--- config.mk ---
export PLATFORM = sky130hd
export DESIGN_NAME = rpn_four_level_stack_alu
export DESIGN_NICKNAME = d
export VERILOG_FILES = /design/src/rpn4_pkg.sv /design/src/rpn4_ctrl.sv /design/src/rpn4_dp.sv /design/src/rpn_four_level_stack_alu.sv
export SDC_FILE = /design/constraint.sdc
export NUM_CORES = 2
export LEC_CHECK = 0
export BUFFER_PORTS_ARGS = -buffer_cell sky130_fd_sc_hd__buf_2
export CAP_MARGIN = 30
export CORE_MARGIN = 4
export CORE_UTILIZATION = 49
export CTS_BUF_LIST = sky130_fd_sc_hd__clkbuf_2
export DETAILED_ROUTE_END_ITERATION = 8
export PLACE_DENSITY_LB_ADDON = 0.05
export SETUP_SLACK_MARGIN = 0.3
export SYNTH_ARGS = -nofsm -noshare
export SYNTH_HDL_FRONTEND = slang
export SYNTH_SLANG_ARGS = --single-unit
--- constraint.sdc ---
create_clock -name clk -period 9.5 [get_ports clk]
set_input_delay 1.425 -clock clk [delete_from_list [all_inputs] [get_ports clk]]
set_output_delay 1.425 -clock clk [all_outputs]
set_load 0.01 [all_outputs]
--- src/rpn4_pkg.sv ---
// Shared types, operation codes and constants of the four-level RPN stack ALU.
package rpn4_pkg;

  localparam int unsigned DATA_W    = 32;
  localparam int unsigned FRAC_W    = 16;
  localparam int unsigned OP_W      = 3;
  localparam int unsigned DIV_STEPS = 32;
  localparam int unsigned CNT_W     = $clog2(DIV_STEPS);

  typedef logic [OP_W-1:0] op_t;

  localparam op_t OP_PUSH = 3'd0;
  localparam op_t OP_ADD  = 3'd1;
  localparam op_t OP_SUB  = 3'd2;
  localparam op_t OP_MUL  = 3'd3;
  localparam op_t OP_DIV  = 3'd4;

  localparam logic [DATA_W-1:0] Q_MAX = {1'b0, {(DATA_W-1){1'b1}}};
  localparam logic [DATA_W-1:0] Q_MIN = {1'b1, {(DATA_W-1){1'b0}}};

  typedef enum logic [2:0] {
    ST_IDLE,
    ST_MUL,
    ST_DIV_INIT,
    ST_DIV_RUN,
    ST_COMMIT
  } state_t;

  // Commands from the controller to the datapath
  typedef struct packed {
    logic accept;
    logic mul_load;
    logic div_init;
    logic div_step;
    logic commit;
  } cmd_t;

  // Status from the datapath to the controller
  typedef struct packed {
    logic x_zero;
    logic div_big;
    logic out_free;
  } sts_t;

endpackage

--- src/rpn4_ctrl.sv ---
// Sequencer of the RPN stack ALU: accepts a request, runs multiply or divide, commits.
module rpn4_ctrl
  import rpn4_pkg::*;
(
  input  logic clk,
  input  logic rst,
  input  logic in_valid,
  input  op_t  in_op,
  output logic in_ready,
  input  sts_t sts,
  output cmd_t cmd
);

  state_t           state, state_next;
  logic [CNT_W-1:0] cnt, cnt_next;

  // Hold state and divide step count
  always_ff @(posedge clk) begin
    if (rst) begin
      state <= ST_IDLE;
      cnt   <= '0;
    end else begin
      state <= state_next;
      cnt   <= cnt_next;
    end
  end

  // Next state
  always_comb begin
    state_next = state;
    cnt_next   = cnt;
    case (state)
      ST_IDLE: begin
        if (in_valid) begin
          case (in_op)
            OP_MUL:  state_next = ST_MUL;
            OP_DIV:  state_next = ST_DIV_INIT;
            default: state_next = ST_COMMIT;
          endcase
        end
      end
      ST_MUL: state_next = ST_COMMIT;
      ST_DIV_INIT: begin
        cnt_next = CNT_W'(DIV_STEPS - 1);
        // zero divisor or a quotient beyond 32 bits needs no iterations
        if (sts.x_zero || sts.div_big) begin
          state_next = ST_COMMIT;
        end else begin
          state_next = ST_DIV_RUN;
        end
      end
      ST_DIV_RUN: begin
        cnt_next = cnt - 1'b1;
        if (cnt == '0) begin
          state_next = ST_COMMIT;
        end
      end
      ST_COMMIT: begin
        if (sts.out_free) begin
          state_next = ST_IDLE;
        end
      end
      default: state_next = ST_IDLE;
    endcase
  end

  // Outputs
  always_comb begin
    cmd      = '0;
    in_ready = 1'b0;
    case (state)
      ST_IDLE: begin
        in_ready   = 1'b1;
        cmd.accept = in_valid;
      end
      ST_MUL:      cmd.mul_load = 1'b1;
      ST_DIV_INIT: cmd.div_init = 1'b1;
      ST_DIV_RUN:  cmd.div_step = 1'b1;
      ST_COMMIT:   cmd.commit   = sts.out_free;
      default: begin
        cmd      = '0;
        in_ready = 1'b0;
      end
    endcase
  end

endmodule

--- src/rpn4_dp.sv ---
// Datapath of the RPN stack ALU: stack registers, multiplier, radix-2 divider, result register.
module rpn4_dp
  import rpn4_pkg::*;
(
  input  logic                clk,
  input  logic                rst,
  input  cmd_t                cmd,
  output sts_t                sts,
  input  op_t                 in_op,
  input  logic [DATA_W-1:0]   in_operand,
  output logic                out_valid,
  input  logic                out_ready,
  output logic [4*DATA_W-1:0] out_data,
  output logic [1:0]          out_flags
);

  localparam int unsigned PROD_W = 2 * DATA_W;

  logic [DATA_W-1:0] stack_x, stack_y, stack_z, stack_t;
  logic [DATA_W-1:0] x_next, y_next, z_next, t_next;
  op_t               op;
  logic [DATA_W-1:0] operand;
  logic [PROD_W-1:0] prod;
  logic signed [PROD_W-1:0] prod_full;
  logic [DATA_W-1:0] rem, quo, dvs;
  logic              div_neg, div_big;
  logic              dz_next, ovf_next;

  logic [DATA_W-1:0] abs_y, abs_x;
  logic              big_now;
  logic [DATA_W:0]   shifted, trial;
  logic [DATA_W:0]   sum;
  logic              mul_fits;
  logic [DATA_W-1:0] res;
  logic              res_ovf;

  // Magnitudes for the divider and the early overflow check
  assign abs_y   = stack_y[DATA_W-1] ? (~stack_y + 1'b1) : stack_y;
  assign abs_x   = stack_x[DATA_W-1] ? (~stack_x + 1'b1) : stack_x;
  assign big_now = {{FRAC_W{1'b0}}, abs_y[DATA_W-1:FRAC_W]} >= abs_x;

  assign sts.x_zero   = (stack_x == '0);
  assign sts.div_big  = big_now;
  assign sts.out_free = !out_valid || out_ready;

  // Latch the request
  always_ff @(posedge clk) begin
    if (cmd.accept) begin
      op      <= in_op;
      operand <= in_operand;
    end
  end

  // Signed product of Y and X at full width
  assign prod_full = $signed(stack_y) * $signed(stack_x);

  // Register the full product of Y and X
  always_ff @(posedge clk) begin
    if (cmd.mul_load) begin
      prod <= prod_full;
    end
  end

  // One quotient bit a cycle: shift the remainder, subtract the divisor if it fits
  assign shifted = {rem, quo[DATA_W-1]};
  assign trial   = shifted - {1'b0, dvs};

  always_ff @(posedge clk) begin
    if (cmd.div_init) begin
      rem     <= {{FRAC_W{1'b0}}, abs_y[DATA_W-1:FRAC_W]};
      quo     <= {abs_y[FRAC_W-1:0], {FRAC_W{1'b0}}};
      dvs     <= abs_x;
      div_neg <= stack_y[DATA_W-1] ^ stack_x[DATA_W-1];
      div_big <= big_now;
    end else if (cmd.div_step) begin
      if (!trial[DATA_W]) begin
        rem <= trial[DATA_W-1:0];
        quo <= {quo[DATA_W-2:0], 1'b1};
      end else begin
        rem <= shifted[DATA_W-1:0];
        quo <= {quo[DATA_W-2:0], 1'b0};
      end
    end
  end

  // Arithmetic result with saturation
  assign mul_fits = (&prod[PROD_W-1:DATA_W+FRAC_W-1]) || !(|prod[PROD_W-1:DATA_W+FRAC_W-1]);

  always_comb begin
    sum     = '0;
    res     = '0;
    res_ovf = 1'b0;
    case (op)
      OP_ADD, OP_SUB: begin
        if (op == OP_ADD) begin
          sum = {stack_y[DATA_W-1], stack_y} + {stack_x[DATA_W-1], stack_x};
        end else begin
          sum = {stack_y[DATA_W-1], stack_y} - {stack_x[DATA_W-1], stack_x};
        end
        if (sum[DATA_W] != sum[DATA_W-1]) begin
          res_ovf = 1'b1;
          res     = sum[DATA_W] ? Q_MIN : Q_MAX;
        end else begin
          res = sum[DATA_W-1:0];
        end
      end
      OP_MUL: begin
        if (mul_fits) begin
          res = prod[DATA_W+FRAC_W-1:FRAC_W];
        end else begin
          res_ovf = 1'b1;
          res     = prod[PROD_W-1] ? Q_MIN : Q_MAX;
        end
      end
      OP_DIV: begin
        if (div_big) begin
          res_ovf = 1'b1;
          res     = div_neg ? Q_MIN : Q_MAX;
        end else if (!div_neg) begin
          if (quo[DATA_W-1]) begin
            res_ovf = 1'b1;
            res     = Q_MAX;
          end else begin
            res = quo;
          end
        end else begin
          if (quo > Q_MIN) begin
            res_ovf = 1'b1;
            res     = Q_MIN;
          end else begin
            res = ~quo + 1'b1;
          end
        end
      end
      default: begin
        res     = '0;
        res_ovf = 1'b0;
      end
    endcase
  end

  // New stack contents: lift on push, drop on an operation, hold otherwise
  always_comb begin
    x_next   = stack_x;
    y_next   = stack_y;
    z_next   = stack_z;
    t_next   = stack_t;
    dz_next  = 1'b0;
    ovf_next = 1'b0;
    case (op)
      OP_PUSH: begin
        x_next = operand;
        y_next = stack_x;
        z_next = stack_y;
        t_next = stack_z;
      end
      OP_ADD, OP_SUB, OP_MUL: begin
        x_next   = res;
        y_next   = stack_z;
        z_next   = stack_t;
        ovf_next = res_ovf;
      end
      OP_DIV: begin
        if (stack_x == '0) begin
          dz_next = 1'b1;
        end else begin
          x_next   = res;
          y_next   = stack_z;
          z_next   = stack_t;
          ovf_next = res_ovf;
        end
      end
      default: dz_next = 1'b0;
    endcase
  end

  // Stack registers
  always_ff @(posedge clk) begin
    if (rst) begin
      stack_x <= '0;
      stack_y <= '0;
      stack_z <= '0;
      stack_t <= '0;
    end else if (cmd.commit) begin
      stack_x <= x_next;
      stack_y <= y_next;
      stack_z <= z_next;
      stack_t <= t_next;
    end
  end

  // Result register: load on commit, release when taken
  always_ff @(posedge clk) begin
    if (rst) begin
      out_valid <= 1'b0;
    end else if (cmd.commit) begin
      out_valid <= 1'b1;
    end else if (out_ready) begin
      out_valid <= 1'b0;
    end
  end

  always_ff @(posedge clk) begin
    if (cmd.commit) begin
      out_data  <= {t_next, z_next, y_next, x_next};
      out_flags <= {ovf_next, dz_next};
    end
  end

endmodule

--- src/rpn_four_level_stack_alu.sv ---
// Top level of the four-level RPN stack ALU in signed Q16.16.
//
// Input stream: s_axis_tuser carries the operation (push, add, subtract,
// multiply, divide), s_axis_tdata the Q16.16 operand used by a push.
// Output stream: one result per request with X, Y, Z, T in m_axis_tdata and
// the divide-by-zero and overflow flags in m_axis_tuser.
// One request is in work at a time; s_axis_tready is high only while the
// sequencer is idle.
// From acceptance to m_axis_tvalid: push, add, subtract and unused codes go
// straight to commit, multiply first registers the product, and divide runs
// a setup state plus 32 radix-2 quotient steps, or only the setup state when
// the divisor is zero or the quotient already exceeds 32 bits. Back-to-back
// requests are taken in the cycle after the previous commit.
// A result waits in the output register while m_axis_tready is low; the next
// request is accepted and computed meanwhile, and its commit waits until the
// output register frees.
// Reset (rst, synchronous) clears X, Y, Z, T to zero and empties the output.
module rpn_four_level_stack_alu
  import rpn4_pkg::*;
(
  input  logic                clk,
  input  logic                rst,
  input  logic                s_axis_tvalid,
  output logic                s_axis_tready,
  input  logic [DATA_W-1:0]   s_axis_tdata,   // [31:0] operand
  input  logic [OP_W-1:0]     s_axis_tuser,   // [2:0] operation
  output logic                m_axis_tvalid,
  input  logic                m_axis_tready,
  output logic [4*DATA_W-1:0] m_axis_tdata,   // [31:0] reg_x, [63:32] reg_y,
                                              // [95:64] reg_z, [127:96] reg_t
  output logic [1:0]          m_axis_tuser    // [0] divide_by_zero, [1] overflow
);

  cmd_t cmd;
  sts_t sts;

  rpn4_ctrl u_ctrl (
    .clk      (clk),
    .rst      (rst),
    .in_valid (s_axis_tvalid),
    .in_op    (s_axis_tuser),
    .in_ready (s_axis_tready),
    .sts      (sts),
    .cmd      (cmd)
  );

  rpn4_dp u_dp (
    .clk        (clk),
    .rst        (rst),
    .cmd        (cmd),
    .sts        (sts),
    .in_op      (s_axis_tuser),
    .in_operand (s_axis_tdata),
    .out_valid  (m_axis_tvalid),
    .out_ready  (m_axis_tready),
    .out_data   (m_axis_tdata),
    .out_flags  (m_axis_tuser)
  );

endmodule

==> impl_results.md <==
* Reg2reg path depth at 24
* Critical Path RT at 10,650 ps
* Leakage at 30.4 nW
* Tightest Hold Check Type: primary input to register
* Final antenna-violating net count at 0
* Routed vias/inst at 5.65
* First-pass GRT wire length at 319,000 µm
* Max cap viols at 0
* Clk pin slew, worst setup/hold paths at 120 ps
* Setup Total Neg Slack at 0 ps
* Final design utilization at 0.530
* Startpoint types: register
* Non-Filler Instances at 8,531
* Skew final at 155 ps
* Drt first pass iters at 7
* # IOs at 171
* Critical Setup Path Class: register to register
* Clock latency at the later pin of the worst-skew pair at 1530 ps
* Netlist cell types at 88
* Root Buffer Master: clkbuf_2
* Final worst-path cycle share at 0.930
* Post-Syn Instances at 6,744
* Synthesis warning total at 0
* Grt ovf at 0
* Critical path's slowest cell: fa_1
* Crit-path max cell delay at 620 ps
* CP Cell Sequence: buf_4 -> buf_4 -> and2_1 -> fa_1 -> inv_1 -> fa_1 -> fa_1 -> fa_1 -> fa_1 -> inv_1 -> fa_1 -> fa_1 -> fa_1 -> ha_1 -> a21oi_1 -> o21ai_0 -> a311oi_1 -> o21ai_0 -> a41oi_1 -> o21ai_1 -> a21boi_1 -> o21bai_1 -> a41oi_1 -> xnor2_1
* Layout area overhead at 6.86%
* Worst reg2reg path startpoint: u_dp.stack_y[10]
* Smallest hold slack at 152 ps
* Post-place setup slack at 525 ps
* Post-route DRC at 0
* Largest net degree at the start of global routing at 177
* RePlAce Congestion at 0.946
* Clock Sinks at 448
* Worst flop-to-flop path endpoint: u_dp.prod[60]
* CP endpoint kind: register
* Die width at 362 µm
* # port buffers at 170
* Multi-input logic area at 44,200 µm²
* DR WL/cell at 24.6 µm
* Final Hold Fails at 0
* Vias at 48.2k
* Initial DRC count at 4,244
* Fillers at 11.8k
* Ys async rst share at 0
* Max clock buf depth at 3
* Placed cells at 8,265
* Fmax at 0.113 GHz
* Num CTS Buffers at 132
* RSZ-0062 raised after global routing: no
* Synth Register Bits at 448
* Fin crit period at 8840 ps
* Peak supply drop at 0.0836 mV
* Die Ht at 362 µm
* CP arrival at 9980 ps
* Initial antenna violation count at 15
* Crit path max fanout at 20
* Syn Std Cell Area at 61,500 µm²
* Post-CTS Setup Bufs at 0
* Rows at 129
* Slew @ Worst Pin at 1120 ps
* Vias in the first global route at 49.8k
* Top FF cell, synth: edfxtp_1
* Mean area per synthesized cell at 9.12 µm²
* CP Capture Point: u_dp.prod[60]
* Power per cell area at 99.5 nW/µm²
* Share of layout cells above drive strength 1 at 0.0995
* R2R Setup Slk at 660 ps
* DP Wirelength at 163,000 µm
* Status: finished, final reports clean
* Relative slew slack at 0.254
* Total GRT Usage at 0.326
* Final Max Slew Viols at 0
* Total Nets Final at 8,164
* Die footprint at 131,000 µm²
* Cell mode on critical path: fa_1
* Hold_sp: s_axis_tuser[2]
* Net Count, Synth at 8,133
* H-tree levels at 4
* Endpoints failing setup at 0
* TritonCTS clock tree: built
* Worst Slack Setup Final at 663 ps
* Crit. Startpoint: u_dp.stack_y[10]
* Routed Wire Length at 210,000 µm
* Initial core utilization at 0.496
* Total area of sequential cells at 11,900 µm²
* Post-synthesis sequential area ratio at 0.191
* Core box area at 124,000 µm²
* EDFF count, synth at 279
critical path, delay by kind of cell, from the launching register on:
family,cells,cell delay [ps]
buf+inv,4,680
flops,1,570
xor+xnor,1,110
compound gates,9,2540
simple gates,1,160
fa+ha+maj,9,4380
registers in the layout, summed over array words and instances, names as in the netlist:
register,count
u_dp.stack_x,32
u_dp.stack_z,32
u_dp.stack_y,32
u_dp.out_data,128
u_dp.out_valid,1
u_dp.op,3
u_ctrl.state,3
u_dp.prod,48
u_dp.stack_t,32
u_dp.operand,32
u_dp.out_flags,2
u_dp.div_big,1
u_ctrl.cnt,5
u_dp.rem,32
u_dp.quo,32
u_dp.div_neg,1
u_dp.dvs,32
cell usage after synthesis (6+ instances only):
cell,n,share of area
fa_1,1083,0.35
inv_1,1038,0.063
nand2_1,957,0.058
and2_1,520,0.053
clkbuf_1,361,0.022
nor2_1,337,0.021
a21oi_1,296,0.024
edfxtp_1,279,0.14
ha_1,267,0.054
o21ai_0,228,0.019
dfxtp_1,169,0.055
xnor2_1,142,0.020
a211oi_1,110,0.013
nor2b_1,88,0.0089
a31oi_1,82,0.0083
nor3_1,80,0.0065
buf_1,78,0.0048
xor2_1,61,0.0087
nand3_1,60,0.0049
a21o_1,52,0.0063
mux2_2,37,0.0068
mux2i_1,36,0.0059
nand2b_1,34,0.0035
o31ai_1,31,0.0038
nand4_1,26,0.0026
or3_1,25,0.0025
o21a_1,18,0.0022
and3_1,17,0.0017
nor4_1,15,0.0015
o21bai_1,14,0.0017
o21ai_1,12,0.00098
o22ai_1,12,0.0012
or4_1,12,0.0015
a221oi_1,11,0.0016
a311oi_1,9,0.0013
a211o_1,8,0.0011
o211ai_1,8,0.00098
o41ai_1,8,0.0011
buf_2,7,0.00057
a41oi_1,6,0.00085
buf_6,6,0.0011
nor3b_1,6,0.00073
nor4b_1,6,0.00085
final cells by class:
type | instances | area share
sequential | 448 | 0.180
antenna | 13 | 0.000495
clock buffer | 188 | 0.0143
multi-input combinational | 4802 | 0.672
inverter | 1040 | 0.0596
timing repair buffer | 351 | 0.0372
clock inverter | 52 | 0.00514
tap | 1637 | 0.0312
report_power, final:
group	total, mW	leakage [nW]	switching, mW	internal [mW]
combinational	2.52	25.5	1.66	0.862
clock	1.61	0.951	0.954	0.654
sequential	2.41	3.99	0.201	2.21
cell usage in the layout, fill, tap and decap left out, drive strengths merged, types with 80 or more instances in the layout:
master     n
clkbuf   189
nor2b     88
inv     1042
o21ai    241
a31oi     82
ha       267
dfxtp    169
xnor2    143
a211oi   112
edfxtp   279
and2     521
fa      1083
buf      340
nand2    957
nor3      80
a21oi    296
nor2     337
how the worst min path moves through the flow:
stage,to,slack [ps],cells after the start
detailed placement,u_dp.rem[23],470,2
finish,u_dp.op[2],150,1
CTS,u_dp.op[2],10,1
global placement,u_dp.rem[26],470,2
floorplan,u_dp.rem[17],450,2
global route,u_dp.operand[20],-10,1
cells by family after synthesis:
group | after synthesis | share of synthesized area
AOI/OAI and AO/OA | 968 | 0.0975
DFF | 448 | 0.191
muxes | 73 | 0.0126
xor gates and xnor gates | 204 | 0.0292
adders and majority gates | 1350 | 0.407
and+or+nand+nor | 2207 | 0.171
buffers and inverters | 1494 | 0.0922
metrics by stage:
| stage | total power [mW] | instance area (µm²) |
|---|---|---|
| finish | 6.54 | 65700 |
| global route | 6.92 | 65700 |
| CTS | 6.57 | 65600 |
| detailed placement | 4.92 | 64200 |
| global placement | 4.92 | 64100 |
| floorplan | 3.97 | 61500 |
layer usage:
layer	track usage	vias to the layer above	wire length (µm)
li1	-	21400	-
met1	0.440	24500	86200
met2	0.521	1940	97800
met3	0.0634	425	17300
met4	0.128	0	8940
met5	0	-	0
repair_timing:
action,4_1_cts,5_1_grt
setup endpoints to repair,0,10
gates resized for setup,0,22
hold buffers,10,0
hold endpoints to repair,10,0
Power figures use the tool's default switching activity.
